`config.mk`:
```
export PLATFORM = sky130hd
export DESIGN_NAME = ffha_ctrl
export DESIGN_NICKNAME = d
export VERILOG_FILES = /design/src/hw/rtl/ffha_pkg.sv /design/src/hw/rtl/ffha_ctrl.sv
export SDC_FILE = /design/constraint.sdc
export NUM_CORES = 1
export LEC_CHECK = 0
export ABC_CLOCK_PERIOD_IN_PS = 2500
export BUFFER_PORTS_ARGS = -buffer_cell sky130_fd_sc_hd__buf_4
export CORE_ASPECT_RATIO = 0.8
export CORE_MARGIN = 2
export CORE_UTILIZATION = 51
export DETAILED_ROUTE_END_ITERATION = 12
export GPL_TIMING_DRIVEN = 0
export PLACE_DENSITY = 0.81
export SYNTH_ARGS = -nofsm -noshare
export SYNTH_HDL_FRONTEND = slang
export SYNTH_SLANG_ARGS = --single-unit
```
`constraint.sdc`:
```
create_clock -name clk -period 2.5 [get_ports clk]
set_input_delay 0.625 -clock clk [delete_from_list [all_inputs] [get_ports clk]]
set_output_delay 0.625 -clock clk [all_outputs]
set_load 0.05 [all_outputs]
```
`src/hw/rtl/ffha_pkg.sv`:
```
// shared types, constants and codes for the first-fit heap allocator
// no dependencies; imported by every rtl file of the block except ffha_ram
package ffha_pkg;

    localparam int GRANULE_BYTES    = 16;
    localparam int GRAN_SHIFT       = $clog2(GRANULE_BYTES);
    localparam int HEAP_GRANULES_DEF = 1024;
    localparam int OFF_W            = 15;
    localparam int REQ_W            = 2;

    localparam logic [REQ_W-1:0] REQ_ALLOC  = 2'd0;
    localparam logic [REQ_W-1:0] REQ_FREE   = 2'd1;
    localparam logic [REQ_W-1:0] REQ_RESIZE = 2'd2;
    localparam logic [REQ_W-1:0] REQ_UNUSED = 2'd3;

    typedef struct packed {
        logic [REQ_W-1:0] req_type;
        logic [OFF_W-1:0] block_offset;
        logic [OFF_W-1:0] size_bytes;
    } in_beat_t;

    typedef struct packed {
        logic             granted;
        logic [OFF_W-1:0] payload_offset;
    } out_beat_t;

    // operand sources for addresses, write data and register loads
    typedef enum logic [3:0] {
        V_ZERO,
        V_ONE,
        V_B,
        V_T,
        V_N,
        V_P,
        V_UX,
        V_HEAD,
        V_DEC,
        V_QNEXT,
        V_QPREV,
        V_QFNEXT,
        V_QFPREV
    } val_sel_e;

    typedef struct packed {
        logic nxt;
        logic prv;
        logic fnx;
        logic fpv;
        logic used;
    } ram_sel_t;

    typedef enum logic [5:0] {
        S_INIT, S_IDLE, S_DISPATCH,
        S_A_TEST, S_A_CHK, S_A_TAKE,
        S_SP1, S_SP2, S_SP3, S_SP4, S_SP5, S_SP6, S_SP7, S_SP8, S_SP9,
        S_U_RD, S_U_F1, S_U_F2, S_U_B1, S_U_B2,
        S_G_RD, S_G_CHK,
        S_SH1, S_SH2, S_SH3, S_SH4,
        S_PU1, S_PU2, S_PU3, S_PU4,
        S_MN_TEST, S_MN_CHK, S_MP_TEST, S_MP_CHK,
        S_GR_RD, S_GR_CHK,
        S_DONE_OK, S_DONE_FAIL
    } state_e;

    typedef struct packed {
        logic     in_ld;
        logic     rd_en;
        val_sel_e rd_sel;
        ram_sel_t wr;
        val_sel_e wr_addr;
        val_sel_e wr_data;
        logic     used_val;
        logic     head_ld;
        val_sel_e head_src;
        logic     b_ld;
        val_sel_e b_src;
        logic     t_ld;
        logic     n_ld;
        logic     p_ld;
        logic     u_ld;
        logic     ux_ld;
        val_sel_e ux_src;
        logic     k_clr;
        logic     k_inc;
        logic     out_ld;
        logic     out_grant;
    } ffha_cmd_t;

    typedef struct packed {
        logic [REQ_W-1:0] req;
        logic dec_ok;
        logic b_zero;
        logic k_done;
        logic q_used;
        logic q_next_zero;
        logic q_prev_zero;
        logic q_fnext_zero;
        logic q_fprev_zero;
        logic n_zero;
        logic p_zero;
        logic head_zero;
        logic u_ge_need;
        logic u_gt_need;
        logic need_gt_comb;
        logic need_lt_comb;
        logic out_free;
    } ffha_sts_t;

endpackage

```
`src/hw/rtl/ffha_ctrl.sv`:
```
// controller: sequences the free list walk, splits, pushes and merges
// depends on ffha_pkg
module ffha_ctrl (
    input  logic                clk,
    input  logic                rst_n,
    input  logic                in_valid,
    output logic                in_stall,
    input  ffha_pkg::ffha_sts_t sts,
    output ffha_pkg::ffha_cmd_t cmd
);
    import ffha_pkg::*;

    state_e state_reg, state_next;
    logic   blk_reg, blk_next;
    logic   ret_mp_reg, ret_mp_next;
    state_e ret_state;

    always_ff @(posedge clk or negedge rst_n)
    begin
        if (!rst_n)
        begin
            state_reg  <= S_INIT;
            blk_reg    <= 1'b0;
            ret_mp_reg <= 1'b0;
        end
        else
        begin
            state_reg  <= state_next;
            blk_reg    <= blk_next;
            ret_mp_reg <= ret_mp_next;
        end
    end

    assign ret_state = ret_mp_reg ? S_MP_TEST : S_DONE_OK;
    assign in_stall  = (state_reg != S_IDLE);

    always_comb
    begin
        state_next  = state_reg;
        blk_next    = blk_reg;
        ret_mp_next = ret_mp_reg;
        cmd         = '0;

        unique case (state_reg)
            S_INIT:
            begin
                // entry 1 holds the single free block spanning the arena
                cmd.wr      = '{nxt: 1'b1, prv: 1'b1, fnx: 1'b1, fpv: 1'b1, used: 1'b1};
                cmd.wr_addr = V_ONE;
                cmd.wr_data = V_ZERO;
                state_next  = S_IDLE;
            end
            S_IDLE:
            begin
                if (in_valid)
                begin
                    cmd.in_ld  = 1'b1;
                    state_next = S_DISPATCH;
                end
            end
            S_DISPATCH:
            begin
                case (sts.req) inside
                    REQ_ALLOC:
                    begin
                        cmd.b_ld   = 1'b1;
                        cmd.b_src  = V_HEAD;
                        cmd.k_clr  = 1'b1;
                        state_next = S_A_TEST;
                    end
                    REQ_FREE, REQ_RESIZE:
                    begin
                        if (sts.dec_ok)
                        begin
                            cmd.b_ld   = 1'b1;
                            cmd.b_src  = V_DEC;
                            state_next = S_G_RD;
                        end
                        else
                        begin
                            state_next = S_DONE_FAIL;
                        end
                    end
                    default: state_next = S_DONE_FAIL;
                endcase
            end
            S_A_TEST:
            begin
                if (sts.b_zero || sts.k_done)
                begin
                    state_next = S_DONE_FAIL;
                end
                else
                begin
                    cmd.rd_en  = 1'b1;
                    cmd.rd_sel = V_B;
                    state_next = S_A_CHK;
                end
            end
            S_A_CHK:
            begin
                if (sts.u_ge_need)
                begin
                    cmd.t_ld   = 1'b1;
                    cmd.ux_ld  = 1'b1;
                    cmd.ux_src = V_B;
                    state_next = S_A_TAKE;
                end
                else
                begin
                    cmd.b_ld   = 1'b1;
                    cmd.b_src  = V_QFNEXT;
                    cmd.k_inc  = 1'b1;
                    state_next = S_A_TEST;
                end
            end
            S_A_TAKE:
            begin
                cmd.wr.used  = 1'b1;
                cmd.wr_addr  = V_B;
                cmd.used_val = 1'b1;
                blk_next     = 1'b0;
                ret_mp_next  = 1'b0;
                state_next   = sts.u_gt_need ? S_SP1 : S_U_RD;
            end
            // split the tail of block ux off as a free block t after it
            S_SP1:
            begin
                cmd.wr.prv  = 1'b1;
                cmd.wr_addr = V_T;
                cmd.wr_data = V_UX;
                state_next  = S_SP2;
            end
            S_SP2:
            begin
                cmd.wr.nxt  = 1'b1;
                cmd.wr_addr = V_T;
                cmd.wr_data = V_QNEXT;
                state_next  = S_SP3;
            end
            S_SP3:
            begin
                cmd.wr.nxt  = 1'b1;
                cmd.wr_addr = V_UX;
                cmd.wr_data = V_T;
                state_next  = S_SP4;
            end
            S_SP4:
            begin
                cmd.wr.prv  = !sts.q_next_zero;
                cmd.wr_addr = V_QNEXT;
                cmd.wr_data = V_T;
                state_next  = S_SP5;
            end
            S_SP5:
            begin
                cmd.wr.fpv  = 1'b1;
                cmd.wr_addr = V_T;
                cmd.wr_data = V_UX;
                state_next  = S_SP6;
            end
            S_SP6:
            begin
                cmd.wr.fnx  = 1'b1;
                cmd.wr_addr = V_T;
                cmd.wr_data = V_QFNEXT;
                state_next  = S_SP7;
            end
            S_SP7:
            begin
                cmd.wr.fnx  = 1'b1;
                cmd.wr_addr = V_UX;
                cmd.wr_data = V_T;
                state_next  = S_SP8;
            end
            S_SP8:
            begin
                cmd.wr.fpv  = !sts.q_fnext_zero;
                cmd.wr_addr = V_QFNEXT;
                cmd.wr_data = V_T;
                state_next  = S_SP9;
            end
            S_SP9:
            begin
                cmd.wr.used  = 1'b1;
                cmd.wr_addr  = V_T;
                cmd.used_val = 1'b0;
                state_next   = S_U_RD;
            end
            // unlink ux from the free list, and from the block list if blk
            S_U_RD:
            begin
                cmd.rd_en  = 1'b1;
                cmd.rd_sel = V_UX;
                state_next = S_U_F1;
            end
            S_U_F1:
            begin
                if (sts.q_fprev_zero)
                begin
                    cmd.head_ld  = 1'b1;
                    cmd.head_src = V_QFNEXT;
                end
                else
                begin
                    cmd.wr.fnx  = 1'b1;
                    cmd.wr_addr = V_QFPREV;
                    cmd.wr_data = V_QFNEXT;
                end
                state_next = S_U_F2;
            end
            S_U_F2:
            begin
                cmd.wr.fpv  = !sts.q_fnext_zero;
                cmd.wr_addr = V_QFNEXT;
                cmd.wr_data = V_QFPREV;
                state_next  = blk_reg ? S_U_B1 : ret_state;
            end
            S_U_B1:
            begin
                cmd.wr.nxt  = !sts.q_prev_zero;
                cmd.wr_addr = V_QPREV;
                cmd.wr_data = V_QNEXT;
                state_next  = S_U_B2;
            end
            S_U_B2:
            begin
                cmd.wr.prv  = !sts.q_next_zero;
                cmd.wr_addr = V_QNEXT;
                cmd.wr_data = V_QPREV;
                state_next  = ret_state;
            end
            S_G_RD:
            begin
                cmd.rd_en  = 1'b1;
                cmd.rd_sel = V_B;
                state_next = S_G_CHK;
            end
            S_G_CHK:
            begin
                cmd.t_ld = 1'b1;
                cmd.n_ld = 1'b1;
                cmd.p_ld = 1'b1;
                cmd.u_ld = 1'b1;
                if (!sts.q_used)
                begin
                    state_next = S_DONE_FAIL;
                end
                else if (sts.req == REQ_FREE)
                begin
                    cmd.ux_ld   = 1'b1;
                    cmd.ux_src  = V_B;
                    ret_mp_next = 1'b1;
                    state_next  = S_PU1;
                end
                else if (sts.u_gt_need)
                begin
                    ret_mp_next = 1'b0;
                    state_next  = S_SH1;
                end
                else if (!sts.u_ge_need)
                begin
                    state_next = sts.q_next_zero ? S_DONE_FAIL : S_GR_RD;
                end
                else
                begin
                    state_next = S_DONE_OK;
                end
            end
            // shrink: cut the tail t off block b
            S_SH1:
            begin
                cmd.wr.prv  = 1'b1;
                cmd.wr_addr = V_T;
                cmd.wr_data = V_B;
                state_next  = S_SH2;
            end
            S_SH2:
            begin
                cmd.wr.nxt  = 1'b1;
                cmd.wr_addr = V_T;
                cmd.wr_data = V_N;
                state_next  = S_SH3;
            end
            S_SH3:
            begin
                cmd.wr.nxt  = 1'b1;
                cmd.wr_addr = V_B;
                cmd.wr_data = V_T;
                state_next  = S_SH4;
            end
            S_SH4:
            begin
                cmd.wr.prv  = !sts.n_zero;
                cmd.wr_addr = V_N;
                cmd.wr_data = V_T;
                cmd.ux_ld   = 1'b1;
                cmd.ux_src  = V_T;
                state_next  = S_PU1;
            end
            // push ux at the head of the free list
            S_PU1:
            begin
                cmd.wr.fpv  = 1'b1;
                cmd.wr_addr = V_UX;
                cmd.wr_data = V_ZERO;
                state_next  = S_PU2;
            end
            S_PU2:
            begin
                cmd.wr.fnx  = 1'b1;
                cmd.wr_addr = V_UX;
                cmd.wr_data = V_HEAD;
                state_next  = S_PU3;
            end
            S_PU3:
            begin
                cmd.wr.fpv  = !sts.head_zero;
                cmd.wr_addr = V_HEAD;
                cmd.wr_data = V_UX;
                state_next  = S_PU4;
            end
            S_PU4:
            begin
                cmd.head_ld  = 1'b1;
                cmd.head_src = V_UX;
                cmd.wr.used  = 1'b1;
                cmd.wr_addr  = V_UX;
                cmd.used_val = 1'b0;
                state_next   = S_MN_TEST;
            end
            S_MN_TEST:
            begin
                if (sts.n_zero)
                begin
                    state_next = ret_state;
                end
                else
                begin
                    cmd.rd_en  = 1'b1;
                    cmd.rd_sel = V_N;
                    state_next = S_MN_CHK;
                end
            end
            S_MN_CHK:
            begin
                if (!sts.q_used)
                begin
                    cmd.ux_ld  = 1'b1;
                    cmd.ux_src = V_N;
                    blk_next   = 1'b1;
                    state_next = S_U_RD;
                end
                else
                begin
                    state_next = ret_state;
                end
            end
            S_MP_TEST:
            begin
                ret_mp_next = 1'b0;
                if (sts.p_zero)
                begin
                    state_next = S_DONE_OK;
                end
                else
                begin
                    cmd.rd_en  = 1'b1;
                    cmd.rd_sel = V_P;
                    state_next = S_MP_CHK;
                end
            end
            S_MP_CHK:
            begin
                if (!sts.q_used)
                begin
                    cmd.ux_ld  = 1'b1;
                    cmd.ux_src = V_B;
                    blk_next   = 1'b1;
                    state_next = S_U_RD;
                end
                else
                begin
                    state_next = S_DONE_OK;
                end
            end
            // grow: absorb the free next block n
            S_GR_RD:
            begin
                cmd.rd_en  = 1'b1;
                cmd.rd_sel = V_N;
                state_next = S_GR_CHK;
            end
            S_GR_CHK:
            begin
                if (sts.q_used || sts.need_gt_comb)
                begin
                    state_next = S_DONE_FAIL;
                end
                else
                begin
                    cmd.ux_ld   = 1'b1;
                    cmd.ux_src  = V_N;
                    blk_next    = 1'b1;
                    ret_mp_next = 1'b0;
                    state_next  = sts.need_lt_comb ? S_SP1 : S_U_RD;
                end
            end
            S_DONE_OK:
            begin
                if (sts.out_free)
                begin
                    cmd.out_ld    = 1'b1;
                    cmd.out_grant = 1'b1;
                    state_next    = S_IDLE;
                end
            end
            S_DONE_FAIL:
            begin
                if (sts.out_free)
                begin
                    cmd.out_ld = 1'b1;
                    state_next = S_IDLE;
                end
            end
            default: state_next = S_IDLE;
        endcase
    end

endmodule

```
==> results of run 1 <==
repair_timing:
item / in CTS
pin swaps: 10
resized for setup: 77
setup endpoints to repair: 36
buffers inserted: 11
per-stage QoR:
| stage | util | setup WS (ps) | instance area [um2] |
|---|---|---|---|
| global placement | 0.721 | -314 | 2480 |
| floorplan | - | -325 | 1970 |
| detailed placement | 0.721 | -338 | 2480 |
| CTS | 0.825 | -108 | 2840 |
cell usage after synthesis, types with 4 or more instances:
cell and n:
nand3_1 8, a21oi_1 18, buf_4 8, nand2b_1 7, nand2_1 28, a31oi_1 8
nor3_1 14, and3_1 5, a22oi_1 4, clkbuf_1 11, a21o_1 5, nor2b_1 13
nor4_1 4, nor2_1 29, o21ai_0 22, buf_2 11, dfrtp_1 8, o22ai_1 9
inv_1 12
cell families after synthesis:
| family | Yosys count |
|---|---|
| buffers and inverters | 47 |
| adders and majority gates | 3 |
| AOI/OAI and AO/OA | 100 |
| other | 1 |
| and+or+nand+nor | 127 |
| DFF | 8 |
| muxes | 3 |
| xor gates and xnor gates | 3 |
==> results_dict.tcl, run 1 <==
set metrics [dict create \
    outcome "stopped before the end" \
    lastStage "global routing" \
    first-error "[ERROR DPL-0033] detailed placement checks failed during check placement." \
    synth-xor-area-share 0.0142 \
    h-tree-depth 1 \
    antenna_found_initial 0 \
    synthAdderAreaFrac 0.0203 \
    root_buffer "clkbuf_8" \
    port-buffer-count 62 \
    synth_edf_count 0 \
    ys_warn_count 0 \
    synth_area_leaders "dfrtp_1 (11%), o21ai_0 (5.9%), nor2_1 (5.9%)" \
    synth-compound-area-share 0.358 \
    synth_flop_cell "dfrtp_1" \
    yosysTopAreaCell "dfrtp_1" \
    synth_cells 292 \
    synth_top_family_by_area "compound AO/OA/AOI/OAI gates" \
    synth_top_area_share 0.108 \
    clockBufferDepth 2 \
    boundaryPins 65 \
    synth_cell_types 61 \
    synthMuxAreaShare 0.0169 \
    die_x_um 71.4 \
    ys_seq_area_frac 0.108 \
    endpoint_type "primary output" \
    worst_endpoint "cmd[8]" \
    async_flop_share 1.00 \
    clock_sink_count 8 \
    synth_seq_cells 8 \
    yosys.area_share.simple 0.353 \
    gp_congestion 1.09 \
    placementRows 19 \
    dp_cells 397 \
    grt_max_degree 12 \
    avgSynthCellArea_um2 6.34 \
    hpwl_mm 6.14 \
    cts_inserted_buffers 3 \
    initial_core_util 0.537 \
    ctsHoldBuffers 0 \
    syn_area_um2 1850 \
    fp.dieH_um 57.9 \
]
==> inputs of run 2 (changes only) <==
- CORE_ASPECT_RATIO: 0.8 -> default
- CORE_UTILIZATION: 51 -> 40
- PLACE_DENSITY: 0.81 -> default
- PLACE_DENSITY_LB_ADDON: default -> 0.15
==> results_dict.tcl, run 2 <==
set metrics [dict create \
    outcome "complete, but fails checks" \
    violations "setup timing" \
    worstPathRequired_ps 1880 \
    power.internal_w 0.00176 \
    first_global_vias 2593 \
    power_switching_w 0.00271 \
    cp_data_arrival_time_ps 2000 \
    synth_flop_cell "dfrtp_1" \
    avgViaCountPerCell 6.71 \
    grt_remaining_overflow 0 \
    grt_max_degree 12 \
    synth_cells 292 \
    final_cells 422 \
    fp.dieH_um 72.0 \
    crit_path_end_kind "primary output" \
    grt_pass1_wl_mm 14.1 \
    ir_worst_vdd_v 0.00118 \
    drc 0 \
    gp_congestion 1.01 \
    cp_slowest_cell "or4b_4" \
    setup_violations 14 \
    async_flop_share 1.00 \
    die_x_um 72.0 \
    ant_nets 0 \
    r2r_slack_ps 340 \
    h-tree-depth 1 \
    fin_ws_ps -123 \
    busiest_layer "met2" \
    cp_max_fo 6 \
    dp_cells 407 \
    crit_start "state_reg[2]" \
    r2r-start "state_reg[3]" \
    netlist_top_cells_count "nor2_1 (29), nand2_1 (28), o21ai_0 (22), a21oi_1 (18), nor3_1 (14)" \
    nets 396 \
    ys_seq_area_frac 0.108 \
    firstDrtPassIters 5 \
    synth_seq_cells 8 \
    p_seq_frac 0.060 \
    syn_area_um2 1850 \
    vias 2832 \
    pwr-share-clk 0.034 \
    maxSlewViolCount 0 \
    ys_warn_count 0 \
    grt_use_met3 0.0583 \
    post-place-ws_ps -413 \
    power.density_nw_per_um2 1450 \
    hold_path.class "input port to asynchronous set/reset pin" \
    drt-wirelength-per-cell_um 22.1 \
    ctsHoldBuffers 0 \
    hold_viol 0 \
    synth_edf_count 0 \
    cp_top_family "simple AND/OR/NAND/NOR gates" \
    final_common_cell "buf_4" \
    die_area_um2 5190 \
    leakage_nw 1.36 \
    wl_mm 9.32 \
    fin_tns_setup_ps -822 \
    antenna_found_initial 0 \
    cts_tree "built" \
    synth_area_leaders "dfrtp_1 (11%), o21ai_0 (5.9%), nor2_1 (5.9%)" \
    yosysTopAreaCell "dfrtp_1" \
    cts_inserted_buffers 3 \
    most-common-layout-cells "buf_4 (75), nand2_1 (23), buf_6 (21)" \
    antenna_cells 0 \
    clockBufferDepth 2 \
    grt_usage 0.349 \
    clkLatencyLatePin_ps 230 \
    port-buffer-count 62 \
    drt_iter0_drc 456 \
    comb_power_share 0.906 \
    root_buffer "clkbuf_8" \
    worstMarginPinSlew_ps 589 \
    min_period_over_period 1.05 \
    drv_cap 0 \
    rsz0062_at_grt "yes" \
    cpPeakStageDelay_ps 580 \
    area_growth_pct 66.4 \
    boundaryPins 65 \
    grt_use_met2 0.562 \
    max_slew_margin 0.603 \
    clock_sink_count 8 \
    critPathLaunchType "register" \
    finalPower_w 0.00447 \
    fin_crit_ps 2620 \
    clkTransAtPathRegs_ps 40 \
    avgSynthCellArea_um2 6.34 \
    grt_use_met1 0.483 \
    path_cells "buf_6, or4b_4, nor3_4, a31oi_4, nand3_4, or2_4, buf_8" \
    max_freq_mhz 381 \
    reg2reg_depth 6 \
    finalClockSkew_ps 8.09 \
    yosysMostFrequentCell "nor2_1" \
    design.core.area_um2 4410 \
    initial_core_util 0.420 \
    switching_share 0.606 \
    criticalPathCategory "register to primary output" \
    synth_top_area_share 0.108 \
    placementRows 24 \
    drive_above_1_share 0.481 \
    synth_cell_types 61 \
    largest_reg_flops 6 \
    hpwl_mm 6.65 \
    r2r-end "state_reg[0]" \
    critPathBufInv 2 \
]
==> run 2: cell counts after synthesis <==
No cell type changed its count.
==> run 2: power groups by stage <==
| stage | logic (W) | registers, W | clock network (W) |
|---|---|---|---|
| floorplan | 0.00230 | 0.000222 | 0 |
| global placement | 0.00320 | 0.000247 | 0 |
| detailed placement | 0.00319 | 0.000250 | 0 |
| CTS | 0.00375 | 0.000258 | 0.000154 |
| global route | 0.00420 | 0.000273 | 0.000160 |
| finish | 0.00405 | 0.000270 | 0.000153 |
==> run 2: stage by stage <==
stage                     cell area, um2  hold slack, ps   util
after CTS                           2950             201  0.668
after global placement              2500             441  0.565
after global routing                3080             208  0.698
after floorplan                     1970             329      -
final                               3080             202  0.698
after detailed placement            2500             442  0.565
==> run 2: layer usage <==
metal | vias up | share of wire
met5 | - | 0
met2 | 262 | 0.43
li1 | 1233 | -
met1 | 1301 | 0.39
met3 | 36 | 0.15
met4 | 0 | 0.033
==> run 2: what timing repair did <==
item,CTS,global route
pin swaps,12,8
resized for setup,93,30
hold endpoints to repair,0,0
setup endpoints to repair,36,23
setup buffers,14,3
==> run 2: area by class of cell <==
cell class	instances	area, um2
multi-input cells	238	1770
fillers	360	1330
repair buffers	79	664
plain buffers	30	283
flip-flops and latches	8	205
well taps	52	65.1
inverters	12	48.8
clock buffers	3	41.3
==> run 2: worst max-delay path by stage <==
stage | slack (ps) | cells after the start | to
2_1_floorplan | -320 | 5 | cmd[25]
3_3_place_gp | -430 | 8 | cmd[25]
3_5_place_dp | -410 | 8 | cmd[25]
4_1_cts | -100 | 6 | cmd[8]
5_1_grt | -180 | 8 | cmd[26]
6_report | -120 | 7 | cmd[8]
==> run 2: cells by family after synthesis <==
logic type / share of synthesized area
AND/OR/NAND/NOR: 0.353
AO/OA/AOI/OAI: 0.358
buffers and inverters: 0.127
flip-flops: 0.108
adder cells (fa/ha/maj): 0.0203
XOR/XNOR: 0.0142
multiplexers: 0.0169
other: 0.00203
Note: power is estimated with default switching activity, not from simulation.
==> inputs of run 3 (changes only) <==
- PLACE_DENSITY: default -> 0.66
- PLACE_DENSITY_LB_ADDON: 0.15 -> default
==> results_dict.tcl, run 3 (synthesized netlist as in run 2, its figures left out) <==
set metrics [dict create \
    outcome "complete, but fails checks" \
    violations "setup timing" \
    avgViaCountPerCell 6.82 \
    clkLatencyLatePin_ps 230 \
    firstDrtPassIters 7 \
    grt_max_degree 12 \
    min_period_over_period 1.04 \
    max_slew_margin 0.620 \
    cpPeakStageDelay_ps 630 \
    critPathLaunchType "register" \
    cts_tree "built" \
    critPathBufInv 1 \
    worstPathRequired_ps 1880 \
    vias 2926 \
    placementRows 24 \
    routed-wl-met2_mm 4.27 \
    grt_pass1_wl_mm 14.1 \
    maxSlewViolCount 0 \
    design.core.area_um2 4410 \
    port-buffer-count 62 \
    rsz0062_at_grt "yes" \
    leakage_nw 1.40 \
    max_freq_mhz 383 \
    routedLengthMet1_mm 3.65 \
    hpwl_mm 6.46 \
    cp_slowest_cell "or4b_4" \
    largest_reg_flops 6 \
    cp_max_fo 6 \
    cp_top_family "simple AND/OR/NAND/NOR gates" \
    gp_congestion 1.02 \
    hold_path.class "input port to asynchronous set/reset pin" \
    area_growth_pct 69.8 \
    clkTransAtPathRegs_ps 50 \
    fin_ws_ps -112 \
    first_global_vias 2625 \
    drt-wirelength-per-cell_um 22.5 \
    most-common-layout-cells "buf_4 (79), nand2_1 (22), buf_6 (20)" \
    wl_mm 9.66 \
    final_common_cell "buf_4" \
    boundaryPins 65 \
    fp.dieH_um 72.0 \
    drc 0 \
    clockBufferDepth 2 \
    whs_ps 202 \
    antenna_cells 0 \
    crit_start "state_reg[4]" \
    grt_remaining_overflow 0 \
    die_x_um 72.0 \
    grt_usage 0.350 \
    worstMarginPinSlew_ps 564 \
    crit_path_end_kind "primary output" \
    clock_sink_count 8 \
    drive_above_1_share 0.501 \
    finalClockSkew_ps 6.45 \
    top_layer_used "met4" \
    criticalPathCategory "register to primary output" \
    ctsHoldBuffers 0 \
    power.density_nw_per_um2 1460 \
    wl_met3_mm 1.25 \
    fin_tns_setup_ps -733 \
    ir_worst_vdd_v 0.000967 \
    h-tree-depth 1 \
    drt_iter0_drc 560 \
    hold_viol 0 \
    cp_data_arrival_time_ps 1990 \
    path_cells "or4b_4, nor3_4, a31oi_2, nand3_4, or2_4, buf_8" \
    root_buffer "clkbuf_8" \
    drv_cap 0 \
    initial_core_util 0.420 \
    r2r-start "state_reg[3]" \
    post-place-ws_ps -393 \
    post-route-util 0.712 \
    cts_inserted_buffers 3 \
    ant_nets 0 \
    antenna_found_initial 0 \
    fin_crit_ps 2610 \
    die_area_um2 5190 \
    setup_violations 18 \
    nets 403 \
]
## run 3: cell types whose count changed in the layout (fill, tap and decap cells not counted), moves of 2 or more
cell	delta
inv_2	+2
buf_12	+2
inv_1	-2
o21ai_1	+2
buf_4	+4
buf_2	+2
nor2_4	-2
nor2_2	+2
clkbuf_4	-2
## run 3: routing by layer
| layer | vias up | global-route usage |
|---|---|---|
| li1 | 1241 | - |
| met1 | 1342 | 0.486 |
| met2 | 281 | 0.544 |
| met3 | 62 | 0.0528 |
| met4 | 0 | 0.143 |
| met5 | - | 0 |
## run 3: timing repair
item / 4_1_cts / 5_1_grt
buffers inserted: 19 / 5
resized for setup: 93 / 37
endpoints found under the setup margin: 37 / 28
pin swaps: 13 / 6
## run 3: metrics by stage
stage / instance area [um2] / power, W / cells
after floorplan: 1970 / 0.00252 / 293
after global placement: 2500 / 0.00344 / 407
after detailed placement: 2500 / 0.00342 / 407
after CTS: 2980 / 0.00420 / 424
after global routing: 3140 / 0.00475 / 429
final: 3140 / 0.00459 / 429
## run 3: cell type report
class	count	area (um2)
Buffer	30	300
Clock buffer	3	41.3
Fill cell	358	1270
Inverter	12	48.8
Multi-Input combinational cell	238	1760
Sequential cell	8	204
Tap cell	52	65.1
Timing Repair Buffer	86	721
## run 3: where the power goes
group / total [W] / internal (W) / switching (W)
combinational: 0.00417 / 0.00155 / 0.00262
clock: 0.000161 / 0.000105 / 0.0000562
sequential: 0.000267 / 0.000189 / 0.0000788
total: 0.00459 / 0.00184 / 0.00275
## run 3: final timing paths
| check | slack [ps] | end | cells after the start |
|---|---|---|---|
| max | -110 | cmd[8] | 6 |
| min | 200 | blk_reg | 1 |
| max reg2reg | 330 | state_reg[0] | 6 |
| min reg2reg | 620 | state_reg[2] | 1 |
| max in group asynchronous | 2150 | state_reg[4] | 1 |
| min in group clk | 620 | state_reg[2] | 1 |
## run 3: worst reg2reg max path, cell delays in order (launching register included)
cell,delay [ps]
dfrtp_2,470
buf_4,150
or3b_2,510
nor4_2,420
a21oi_1,110
nor3b_1,200
a32oi_1,230
